### src/hw/rtl/odo_pkg.sv
`timescale 1ns / 1ps
// ----------------------------------------------------------------------------
// Odometer package
// Shared constants, codes and controller/datapath interface types for the
// dual quadrature odometer.
// ----------------------------------------------------------------------------
package odo_pkg;

  // Default width of the wrapping step counters
  localparam int unsigned COUNT_WIDTH_DEFAULT = 32;

  // Configuration register indexes
  localparam logic [1:0] CFG_DIAMETER = 2'd0;
  localparam logic [1:0] CFG_STEPS    = 2'd1;
  localparam logic [1:0] CFG_GEAR     = 2'd2;

  // Configuration reset values
  localparam logic [7:0] DIAMETER_RST = 8'd39;
  localparam logic [7:0] STEPS_RST    = 8'd12;
  localparam logic [7:0] GEAR_RST     = 8'd75;

  // Request opcodes
  localparam logic OP_EVENT = 1'b0;
  localparam logic OP_CLEAR = 1'b1;

  // Circumference = diameter * 3141 / 1000, done as a reciprocal multiply.
  // The rounding error over all 8-bit diameters stays below 1/1000.
  localparam longint unsigned PI_NUM     = 64'd3141;
  localparam longint unsigned PI_DEN     = 64'd1000;
  localparam int unsigned     CIRC_SHIFT = 20;
  localparam longint unsigned CIRC_MUL_L =
    (PI_NUM * (64'd1 << CIRC_SHIFT) + PI_DEN - 64'd1) / PI_DEN;
  localparam int unsigned     CIRC_MUL_W = 22;
  localparam logic [CIRC_MUL_W-1:0] CIRC_MUL = CIRC_MUL_W'(CIRC_MUL_L);
  localparam int unsigned     DIAM_W      = 8;
  localparam int unsigned     CIRC_PROD_W = DIAM_W + CIRC_MUL_W;
  localparam int unsigned     CIRC_W      = CIRC_PROD_W - CIRC_SHIFT;

  // Divisor (steps * gear) and quotient widths
  localparam int unsigned STEPS_W = 16;
  localparam int unsigned QUO_W   = 31;
  localparam int unsigned DCNT_W  = $clog2(QUO_W);
  localparam logic [DCNT_W-1:0] DIV_LAST = DCNT_W'(QUO_W - 1);

  // Saturation limits of the distance
  localparam logic [31:0] DIST_SAT_POS = 32'h7FFF_FFFF;
  localparam logic [31:0] DIST_SAT_NEG = 32'h8000_0000;

  // Controller to datapath commands
  typedef struct packed {
    logic take;     // request accepted: update counts and levels
    logic sum_en;   // halved sum, circumference, divisor
    logic mag_en;   // sign and magnitude
    logic mul_en;   // magnitude times circumference
    logic chk_en;   // overflow check, divider set-up
    logic div_en;   // one quotient bit
    logic load_en;  // load result register
  } odo_cmd_t;

  // Datapath to controller status
  typedef struct packed {
    logic div_done; // last quotient bit in this cycle
  } odo_sts_t;

endpackage

### src/hw/rtl/odo_ctrl.sv
`timescale 1ns / 1ps
// ----------------------------------------------------------------------------
// Odometer controller
// Sequences one request through the datapath and owns the stream handshakes.
// ----------------------------------------------------------------------------
module odo_ctrl (
  input  logic            clk_i,
  input  logic            rst_ni,
  input  logic            in_valid_i,
  output logic            in_ready_o,
  output logic            out_valid_o,
  input  logic            out_ready_i,
  input  odo_pkg::odo_sts_t sts_i,
  output odo_pkg::odo_cmd_t cmd_o
);
  import odo_pkg::*;

  typedef enum logic [2:0] {
    S_IDLE,
    S_SUM,
    S_MAG,
    S_MUL,
    S_CHK,
    S_DIV,
    S_OUT
  } state_e;

  state_e state_q;
  logic   ready_q;
  logic   out_valid_q;
  logic   out_free;

  assign in_ready_o  = ready_q;
  assign out_valid_o = out_valid_q;
  assign out_free    = !out_valid_q || out_ready_i;

  // Commands decoded from state
  always_comb begin
    cmd_o         = '0;
    cmd_o.take    = in_valid_i && ready_q;
    cmd_o.sum_en  = (state_q == S_SUM);
    cmd_o.mag_en  = (state_q == S_MAG);
    cmd_o.mul_en  = (state_q == S_MUL);
    cmd_o.chk_en  = (state_q == S_CHK);
    cmd_o.div_en  = (state_q == S_DIV);
    cmd_o.load_en = (state_q == S_OUT) && out_free;
  end

  // State and registered handshake outputs
  always_ff @(posedge clk_i or negedge rst_ni) begin
    if (!rst_ni) begin
      state_q     <= S_IDLE;
      ready_q     <= 1'b1;
      out_valid_q <= 1'b0;
    end else begin
      // Result valid: set on load, cleared once taken
      if (state_q == S_OUT && out_free) begin
        out_valid_q <= 1'b1;
      end else if (out_valid_q && out_ready_i) begin
        out_valid_q <= 1'b0;
      end
      unique case (state_q)
        S_IDLE: begin
          if (in_valid_i && ready_q) begin
            state_q <= S_SUM;
            ready_q <= 1'b0;
          end
        end
        S_SUM: state_q <= S_MAG;
        S_MAG: state_q <= S_MUL;
        S_MUL: state_q <= S_CHK;
        S_CHK: state_q <= S_DIV;
        S_DIV: begin
          if (sts_i.div_done) begin
            state_q <= S_OUT;
          end
        end
        S_OUT: begin
          if (out_free) begin
            state_q <= S_IDLE;
            ready_q <= 1'b1;
          end
        end
        default: begin
          state_q <= S_IDLE;
          ready_q <= 1'b1;
        end
      endcase
    end
  end

  // Checks
  a_ready_only_idle: assert property (@(posedge clk_i) disable iff (!rst_ni)
    in_ready_o |-> state_q == S_IDLE)
    else $error("ready outside idle");

  a_sum_follows_accept: assert property (@(posedge clk_i) disable iff (!rst_ni)
    state_q == S_SUM |-> $past(in_valid_i && in_ready_o))
    else $error("sum step without accepted request");

  a_load_sets_valid: assert property (@(posedge clk_i) disable iff (!rst_ni)
    cmd_o.load_en |=> out_valid_o)
    else $error("result loaded but not presented");

  a_div_exit: assert property (@(posedge clk_i) disable iff (!rst_ni)
    (state_q == S_DIV && sts_i.div_done) |=> state_q == S_OUT)
    else $error("divider finished without result step");

endmodule

### src/hw/rtl/odo_dp.sv
`timescale 1ns / 1ps
// ----------------------------------------------------------------------------
// Odometer datapath
// Quadrature counters, configuration registers, distance arithmetic with a
// bit-serial divider and the result register.
// ----------------------------------------------------------------------------
module odo_dp #(
  parameter int unsigned COUNT_WIDTH = odo_pkg::COUNT_WIDTH_DEFAULT
) (
  input  logic              clk_i,
  input  logic              rst_ni,
  input  odo_pkg::odo_cmd_t cmd_i,
  output odo_pkg::odo_sts_t sts_o,
  input  logic              cfg_we_i,
  input  logic [1:0]        cfg_index_i,
  input  logic [7:0]        cfg_data_i,
  input  logic              opcode_i,
  input  logic              motor_select_i,
  input  logic [1:0]        xor_level_i,   // [0] left, [1] right
  input  logic [1:0]        b_level_i,     // [0] left, [1] right
  output logic [31:0]       left_count_o,
  output logic [31:0]       right_count_o,
  output logic [31:0]       distance_mm_o
);
  import odo_pkg::*;

  localparam int unsigned PROD_W = COUNT_WIDTH + CIRC_W;
  localparam int unsigned HI_MIN = QUO_W + STEPS_W;
  localparam int unsigned PE     = (PROD_W > HI_MIN) ? PROD_W : HI_MIN;
  localparam int unsigned HI_W   = PE - QUO_W;

  // Configuration
  logic [7:0] diam_q, spr_q, gear_q;

  // Encoder state
  logic [COUNT_WIDTH-1:0] cnt_q [2];
  logic [1:0]             prev_a_q, prev_b_q;

  // Arithmetic pipeline
  logic [COUNT_WIDTH-1:0] avg_q, mag_q;
  logic                   neg_q;
  logic [CIRC_W-1:0]      circ_q;
  logic [STEPS_W-1:0]     steps_q;
  logic [PE-1:0]          prod_q;
  logic                   big_q, zero_q;
  logic [STEPS_W-1:0]     rem_q;
  logic [QUO_W-1:0]       quo_q;
  logic [DCNT_W-1:0]      div_cnt_q;
  logic [31:0]            left_q, right_q, dist_q;

  logic [1:0]             a_lvl;
  logic                   inc, dec;
  logic [COUNT_WIDTH-1:0] cnt_upd;
  logic [COUNT_WIDTH:0]   sum;
  logic [CIRC_PROD_W-1:0] circ_prod;
  logic [HI_W-1:0]        hi;
  logic [STEPS_W:0]       rem_sh;
  logic                   ge;
  logic [STEPS_W-1:0]     rem_nxt;
  logic [31:0]            quo_ext, dist_d;

  // Quadrature decode of the selected encoder
  assign a_lvl   = xor_level_i ^ b_level_i;
  assign inc     = a_lvl[motor_select_i] ^ prev_b_q[motor_select_i];
  assign dec     = b_level_i[motor_select_i] ^ prev_a_q[motor_select_i];
  assign cnt_upd = cnt_q[motor_select_i] + COUNT_WIDTH'(inc) - COUNT_WIDTH'(dec);

  // Floor of the halved sum of both signed counts
  assign sum = {cnt_q[0][COUNT_WIDTH-1], cnt_q[0]} + {cnt_q[1][COUNT_WIDTH-1], cnt_q[1]};

  // Circumference by reciprocal multiply
  assign circ_prod = CIRC_PROD_W'(diam_q) * CIRC_PROD_W'(CIRC_MUL);

  // Quotient at or above 2^31 saturates either way
  assign hi = prod_q[PE-1:QUO_W];

  // Restoring divide, one bit a cycle
  assign rem_sh  = {rem_q, prod_q[QUO_W-1]};
  assign ge      = rem_sh >= {1'b0, steps_q};
  assign rem_nxt = ge ? STEPS_W'(rem_sh - {1'b0, steps_q}) : rem_sh[STEPS_W-1:0];

  // Signed, saturated distance
  assign quo_ext = {1'b0, quo_q};
  always_comb begin
    priority if (zero_q) begin
      dist_d = '0;
    end else if (big_q) begin
      dist_d = neg_q ? DIST_SAT_NEG : DIST_SAT_POS;
    end else begin
      dist_d = neg_q ? (~quo_ext + 32'd1) : quo_ext;
    end
  end

  assign sts_o.div_done = (div_cnt_q == '0);

  // Control state: configuration, counts, levels, divide counter
  always_ff @(posedge clk_i or negedge rst_ni) begin
    if (!rst_ni) begin
      diam_q    <= DIAMETER_RST;
      spr_q     <= STEPS_RST;
      gear_q    <= GEAR_RST;
      cnt_q[0]  <= '0;
      cnt_q[1]  <= '0;
      prev_a_q  <= '0;
      prev_b_q  <= '0;
      div_cnt_q <= '0;
    end else begin
      if (cfg_we_i) begin
        if (cfg_index_i == CFG_DIAMETER) diam_q <= cfg_data_i;
        if (cfg_index_i == CFG_STEPS)    spr_q  <= cfg_data_i;
        if (cfg_index_i == CFG_GEAR)     gear_q <= cfg_data_i;
      end
      if (cmd_i.take) begin
        if (opcode_i == OP_CLEAR) begin
          cnt_q[0] <= '0;
          cnt_q[1] <= '0;
          prev_a_q <= a_lvl;
          prev_b_q <= b_level_i;
        end else begin
          cnt_q[motor_select_i]    <= cnt_upd;
          prev_a_q[motor_select_i] <= a_lvl[motor_select_i];
          prev_b_q[motor_select_i] <= b_level_i[motor_select_i];
        end
      end
      if (cmd_i.chk_en) begin
        div_cnt_q <= DIV_LAST;
      end else if (cmd_i.div_en) begin
        div_cnt_q <= div_cnt_q - DCNT_W'(1);
      end
    end
  end

  // Arithmetic payload
  always_ff @(posedge clk_i) begin
    if (cmd_i.sum_en) begin
      avg_q   <= sum[COUNT_WIDTH:1];
      circ_q  <= circ_prod[CIRC_PROD_W-1:CIRC_SHIFT];
      steps_q <= {8'd0, spr_q} * {8'd0, gear_q};
    end
    if (cmd_i.mag_en) begin
      neg_q <= avg_q[COUNT_WIDTH-1];
      mag_q <= avg_q[COUNT_WIDTH-1] ? (~avg_q + COUNT_WIDTH'(1)) : avg_q;
    end
    if (cmd_i.mul_en) begin
      prod_q <= PE'(mag_q) * PE'(circ_q);
      zero_q <= (steps_q == '0) || (circ_q == '0);
    end else if (cmd_i.div_en) begin
      prod_q <= {prod_q[PE-2:0], 1'b0};
    end
    if (cmd_i.chk_en) begin
      big_q <= hi >= HI_W'(steps_q);
      rem_q <= hi[STEPS_W-1:0];
    end else if (cmd_i.div_en) begin
      rem_q <= rem_nxt;
      quo_q <= {quo_q[QUO_W-2:0], ge};
    end
    if (cmd_i.load_en) begin
      left_q  <= 32'(cnt_q[0]);
      right_q <= 32'(cnt_q[1]);
      dist_q  <= dist_d;
    end
  end

  assign left_count_o  = left_q;
  assign right_count_o = right_q;
  assign distance_mm_o = dist_q;

endmodule

### src/hw/rtl/dual_quadrature_odometer.sv
`timescale 1ns / 1ps
// ----------------------------------------------------------------------------
// Dual quadrature odometer
// Decodes two XOR/B encoder pin pairs into signed step counts and reports
// the travelled wheel distance in millimetres.
//
// Usage:
// - Slave stream takes one request per encoder event or clear; tuser holds
//   the opcode and motor select, tdata the four pin levels.
// - Master stream returns exactly one result per request: both counts and
//   the saturated distance, packed into 96 bits of tdata.
// - Configuration channel writes diameter, steps per revolution and gear
//   ratio; it is always ready and should only be used while no request is
//   in flight.
// - An accepted request passes through the sum, magnitude, multiply and
//   check steps and the bit-serial divider before its result is valid; no
//   new request is taken until the previous result is loaded.
// - A finished result waits in the output register while the next request
//   is accepted; the block holds the following result until the receiver
//   takes the earlier one.
// - Reset clears both counts and stored levels and loads the default
//   configuration (39 mm, 12 steps, ratio 75).
// ----------------------------------------------------------------------------
module dual_quadrature_odometer #(
  parameter int unsigned COUNT_WIDTH = odo_pkg::COUNT_WIDTH_DEFAULT
) (
  input  logic        clk_i,
  input  logic        rst_ni,
  // Request stream
  input  logic        s_axis_tvalid,
  output logic        s_axis_tready,
  input  logic [7:0]  s_axis_tdata,  // left_xor_level, left_b_level,
                                     // right_xor_level, right_b_level, zero pad
  input  logic [1:0]  s_axis_tuser,  // opcode, motor_select
  // Result stream
  output logic        m_axis_tvalid,
  input  logic        m_axis_tready,
  output logic [95:0] m_axis_tdata,  // left_count, right_count, distance_mm
  // Configuration writes
  input  logic        cfg_valid_i,
  output logic        cfg_ready_o,
  input  logic [1:0]  cfg_index_i,
  input  logic [7:0]  cfg_data_i
);
  import odo_pkg::*;

  odo_cmd_t    cmd;
  odo_sts_t    sts;
  logic [31:0] left_count, right_count, distance_mm;

  assign cfg_ready_o = 1'b1;

  // Sequencer
  odo_ctrl u_ctrl (
    .clk_i       (clk_i),
    .rst_ni      (rst_ni),
    .in_valid_i  (s_axis_tvalid),
    .in_ready_o  (s_axis_tready),
    .out_valid_o (m_axis_tvalid),
    .out_ready_i (m_axis_tready),
    .sts_i       (sts),
    .cmd_o       (cmd)
  );

  // Counters and arithmetic
  odo_dp #(
    .COUNT_WIDTH (COUNT_WIDTH)
  ) u_dp (
    .clk_i          (clk_i),
    .rst_ni         (rst_ni),
    .cmd_i          (cmd),
    .sts_o          (sts),
    .cfg_we_i       (cfg_valid_i && cfg_ready_o),
    .cfg_index_i    (cfg_index_i),
    .cfg_data_i     (cfg_data_i),
    .opcode_i       (s_axis_tuser[0]),
    .motor_select_i (s_axis_tuser[1]),
    .xor_level_i    ({s_axis_tdata[2], s_axis_tdata[0]}),
    .b_level_i      ({s_axis_tdata[3], s_axis_tdata[1]}),
    .left_count_o   (left_count),
    .right_count_o  (right_count),
    .distance_mm_o  (distance_mm)
  );

  assign m_axis_tdata = {distance_mm, right_count, left_count};

endmodule

### config.mk
export PLATFORM = sky130hd
export DESIGN_NAME = dual_quadrature_odometer
export DESIGN_NICKNAME = d
export VERILOG_FILES = /design/src/hw/rtl/odo_pkg.sv /design/src/hw/rtl/odo_ctrl.sv /design/src/hw/rtl/odo_dp.sv /design/src/hw/rtl/dual_quadrature_odometer.sv
export SDC_FILE = /design/constraint.sdc
export NUM_CORES = 2
export LEC_CHECK = 0
export ABC_AREA = 1
export CAP_MARGIN = 20
export CELL_PAD_IN_SITES_DETAIL_PLACEMENT = 1
export CELL_PAD_IN_SITES_GLOBAL_PLACEMENT = 2
export CORE_ASPECT_RATIO = 1.1
export CORE_MARGIN = 2
export CORE_UTILIZATION = 43
export DETAILED_ROUTE_END_ITERATION = 8
export DONT_BUFFER_PORTS = 1
export PLACE_DENSITY_LB_ADDON = 0.2
export SLEW_MARGIN = 20
export SYNTH_ARGS = -nofsm -noshare
export SYNTH_HDL_FRONTEND = slang
export SYNTH_SLANG_ARGS = --single-unit
### constraint.sdc
create_clock -name clk_i -period 11.8 [get_ports clk_i]
set_input_delay 2.36 -clock clk_i [delete_from_list [all_inputs] [get_ports clk_i]]
set_output_delay 2.36 -clock clk_i [all_outputs]
set_load 0.05 [all_outputs]
# Yosys cells after proc, flatten, opt, wreduce, memory -nomap -nowiden
# Index checks and enable logic that the tools add are counted.
# op_classes
n_lt_le_gt_ge,6
mux,41
n_div,0
eq_ne,11
shift,0
addsub,7
n_mul,3
n_reduce_logical,23
bitwise,8
# ops
operator,n
32-bit two-way mux,7
42-bit two-way mux,2
"32-bit by 1-bit adder with 32-bit output, second input constant",2
64-bit bitwise mux,1
64-bit two-way mux,1
16-bit two-way mux,3
32-bit by 10-bit multiplier with 42-bit output,1
32-bit by 32-bit adder with 33-bit output,1
32-bit by 1-bit adder with 32-bit output,1
32-bit demux with 1-bit select,1
31-bit NOT with 32-bit output,1
32-bit NOT,1
32-bit by 1-bit subtractor with 32-bit output,1
31-bit two-way mux,1
"8-bit by 21-bit multiplier with 29-bit output, second input constant",1
3-bit case mux with 7 select lines,1
17-bit by 16-bit greater-or-equal comparator with 1-bit output,1
16-bit greater-or-equal comparator,1
16-bit zero test,1
8-bit by 8-bit multiplier with 16-bit output,1
16-bit subtractor,1
1-bit two-way mux,13
10-bit zero test,1
5-bit two-way mux,2
31 further kinds,52
# totals
memories,0
inputBits,25
latchBits,0
rom_bits,0
regBits,385
ram_bits,0

# Longest topological paths before layout
# depth
depth_word,8
mapped_depth,27

# By module
# Synthesis repeated with hierarchy kept, for this count alone.
# unflattened
cells_unflattened,4723
area_unflattened_um2,36628.9
# modules_own_cells
mod,area_per_inst_um2,cells_each,seq_area_each_um2,n_inst
odo_dp,36279.8,4671,10887.9,1
odo_ctrl,337.8,50,126.4,1
dual_quadrature_odometer,11.3,2,0.0,1

# Least setup slack after synthesis
# No wires, ideal clock.
# synth_timing
path_type,input to register
startpoint,input m_axis_tready
endpoint,"register u_dp.dist_q[0], in the netlist u_dp.distance_mm_o[0], enable pin"
stages,2
path_slack_ps,4849
required_time_ps,11247
t_arrival_ps,6398
path_buffers,0
path_cell_list,nor2_1 > nor2_1
# synth_lines
element,line,text
start: declaration,dual_quadrature_odometer.sv:37,"input logic m_axis_tready,"
end signal: assignment,odo_dp.sv:160,dist_q <= dist_d;
end: declaration,odo_dp.sv:49,"logic [31:0] left_q, right_q, dist_q;"

# Final worst setup path
# layout_timing
startpoint,register u_dp.circ_q[9]
endpoint,register u_dp.prod_q[36] (data pin)
# layout_via
elab_chain_cells,2
# layout_rtl
element,line,text
start: declaration,odo_dp.sv:42,logic [CIRC_W-1:0] circ_q;
start signal: assignment,odo_dp.sv:137,circ_q <= circ_prod[CIRC_PROD_W-1:CIRC_SHIFT];
32-bit by 10-bit multiplier with 42-bit output,odo_dp.sv:145,prod_q <= PE'(mag_q) * PE'(circ_q);
42-bit two-way mux,odo_dp.sv:144,if (cmd_i.mul_en) begin
end signal: assignment,odo_dp.sv:145,
end signal: assignment,odo_dp.sv:148,"prod_q <= {prod_q[PE-2:0], 1'b0};"
end: declaration,odo_dp.sv:44,logic [PE-1:0] prod_q;
# Every way passes these cells.
# A chain may end at the register's enable or synchronous reset.

==> results.yml <==
synthesis:
  synth.distinct_cells: 54
  synth_warnings: 0
  synth-seq-area-share_pct: 30.25
  synth_edf_count: 278
  avgSynthCellArea_um2: 7.783
  synth_nets: 5276
  synth_top_flop_cell: "edfxtp_1"
  async_flop_share_pct: 26.49
  syn_area_um2: 36410
  synth-seq-cells: 385
  synthCells: 4678
critical_path:
  critPathCaptureType: "flop"
  startpoint_type: "flop"
  cp.required_ns: 12.16
  crit_fanout: 33
  arrival_ns: 6.04
  worstSetupPathType: "flop to flop"
outcome:
  status: "completed"
die:
  num_rows: 111
  initial_core_util_pct: 43.55
  die_y_um: 309.2
  io_pins: 124
  die-area_um2: 87010
  coreArea_um2: 83610
  die_x_um: 281.4
sta:
  slew_headroom_pct: 32.27
  grt_setup_unrepaired: "no"
  hold_viol_final: 0
  drv_slew: 0
  fin_setup_tns_ns: 0
  post-route-period-util_pct: 48.21
  finalCriticalPeriod_ns: 5.688
  setup_viol: 0
  finClkSkew_ns: 0.04219
  fmax_ghz: 0.1758
  worstMarginPinSlew_ns: 1.012
cts:
  cts-resized-gates: 0
  clock-sinks: 385
  path_clk_slew_ns: 0.06
  htreeDepth: 2
  clockBufferDepth: 3
  post_cts_buffers: 0
  postCtsHoldBufs: 0
  insertion_delay_ns: 0.62
  cts_made_buffers: 48
  cts_tree: "done"
  clockRootBuffer: "clkbuf_16"
cells_and_area:
  final-seq-area_um2: 11010
  nNetsFinal: 5211
  drive_gt1_share_pct: 3.611
  multiInputGateArea_um2: 21300
  area_delta_synth_final_pct: 7.457
  fillCellCount: 10350
drt:
  first_pass_iters: 5
  post_drt_wl_per_cell_um: 18.03
  drc: 0
  ant_nets: 0
  drtIter0Drc: 1400
  num_vias: 29560
  drt_wl_total_um: 104300
  viasPerCell: 5.110
grt:
  grt_overflow: 0
  track_usage_pct: 24.88
  grt_pass1_vias: 32440
  grt_pass1_wl_um: 171900
  grt_max_degree: 103
  antenna_found_initial: 0
placed_design:
  routabilityCongestion: 0.8765
  dpl.hpwl_um: 82670
  io_buffers: 0
run:
  drv_cap: 0
worst_hold_path:
  hold_path_class: "flop to flop"
==> logic make-up after synthesis <==
kind of cell             synth area share, %
multiplexers                         0.08248
XOR/XNOR                               2.839
buffers and inverters                  11.35
AO/OA/AOI/OAI                          7.176
adder cells (fa/ha/maj)                25.65
other                                0.01030
AND/OR/NAND/NOR                        22.64
flip-flops                             30.25
==> per-layer routing <==
metal / track usage, % / wire length (µm) / vias to the layer above
met1: 32.11 / 46790 / 14580
met5: 0 / 0 / -
li1: - / - / 14430
met2: 43.97 / 51440 / 397
met4: 7.756 / 3336 / 0
met3: 2.356 / 2729 / 158
==> state kept, by name (all words and copies together) (netlist names), 16 cells and up <==
signal	flops
u_dp.cnt_q	64
u_dp.prod_q	47
u_dp.avg_q	32
u_dp.distance_mm_o	32
u_dp.left_count_o	32
u_dp.mag_q	32
u_dp.right_count_o	32
u_dp.quo_q	31
u_dp.rem_q	16
u_dp.steps_q	16
==> layout make-up <==
class / count / share of cell area (%)
Tap cell: 1130 / 3.614
Clock buffer: 65 / 3.416
Timing Repair Buffer: 25 / 0.4797
Clock inverter: 25 / 0.7452
Sequential cell: 385 / 28.15
Antenna cell: 1 / 0.006396
Multi-Input combinational cell: 3201 / 54.45
Inverter: 952 / 9.134
==> through the flow <==
stage	cells	worst slack [ns]	util, %	hold slack [ns]	instance area, µm²
final	5784	6.112	46.79	0.4461	39120
after global routing	5783	5.727	46.79	0.4602	39120
after CTS	5783	6.058	46.79	0.4502	39120
after detailed placement	5693	6.063	44.84	0.4340	37490
after global placement	5693	6.125	44.84	0.4325	37490
after floorplan	4678	4.849	-	0.4244	36410
==> layout by cell type, fill, tap and decap left out, types with 31 or more instances in the layout <==
master     netlist  final
nand2_1       1377   1376
nand3_1        243    243
nor2_1         267    264
xor2_1          69     69
nand4_1         31     31
xnor2_1         49     49
o21ai_0        217    217
nor3_1          34     32
fa_1           289    289
clkbuf_16        0     49
inv_1          949    948
ha_1           284    284
edfxtp_1       278    278
a21oi_1        185    185
dfrtp_1         91     91
==> critical path: stages, from the launching register on <==
cell      delay (ns)
edfxtp_1        0.32
buf_4           0.38
nand2_1         0.15
fa_1            0.54
fa_1            0.55
inv_1           0.06
fa_1            0.51
fa_1            0.56
inv_1           0.06
fa_1            0.54
inv_1           0.04
ha_1            0.37
nand2_1         0.12
nor2_1          0.29
nand3_1         0.14
nand3_1         0.16
nand2_1         0.07
nand2_1         0.15
nand2_1         0.13
nand2_1         0.08
nand2_1         0.05
nand3_1         0.08
nand2_1         0.05
==> path summary, 6_finish.rpt <==
check / startpoint / end / slack (ns) / cells past startpoint
min in group asynchronous: rst_ni / u_dp.cnt_q[0]$_DFFE_PN0P_ / 1.43 / 0
hold / removal: u_dp.quo_q[11]$_DFFE_PP_ / u_dp.quo_q[12]$_DFFE_PP_ / 0.45 / 0
hold reg to reg: u_dp.quo_q[11]$_DFFE_PP_ / u_dp.quo_q[12]$_DFFE_PP_ / 0.45 / 0
setup reg to reg: u_dp.circ_q[9]$_DFFE_PP_ / u_dp.prod_q[36]$_DFFE_PP_ / 6.11 / 22
setup / recovery: u_dp.circ_q[9]$_DFFE_PP_ / u_dp.prod_q[36]$_DFFE_PP_ / 6.11 / 22
max in group asynchronous: rst_ni / u_ctrl.in_ready_o$_DFFE_PN1P_ / 10.01 / 0
==> synthesized netlist by cell type, types with 14 or more instances <==
cell type / number / area share (%)
nand2_1: 1377 / 14
nand3b_1: 16 / 0.33
edfxtp_1: 278 / 23
nor2_1: 267 / 2.8
nor3_1: 34 / 0.47
or2_2: 25 / 0.43
nand4_1: 31 / 0.53
xnor2_1: 49 / 1.2
xor2_1: 69 / 1.7
clkbuf_1: 107 / 1.1
o21bai_1: 14 / 0.29
buf_1: 21 / 0.22
a21oi_1: 185 / 2.5
o21ai_0: 217 / 3.0
ha_1: 284 / 9.8
fa_1: 289 / 16
dfrtp_1: 91 / 6.3
nand3_1: 243 / 3.3
inv_1: 949 / 9.8
Power is not shown: default switching activity piles up to over one toggle a cycle in this logic, so the estimate is an artifact.
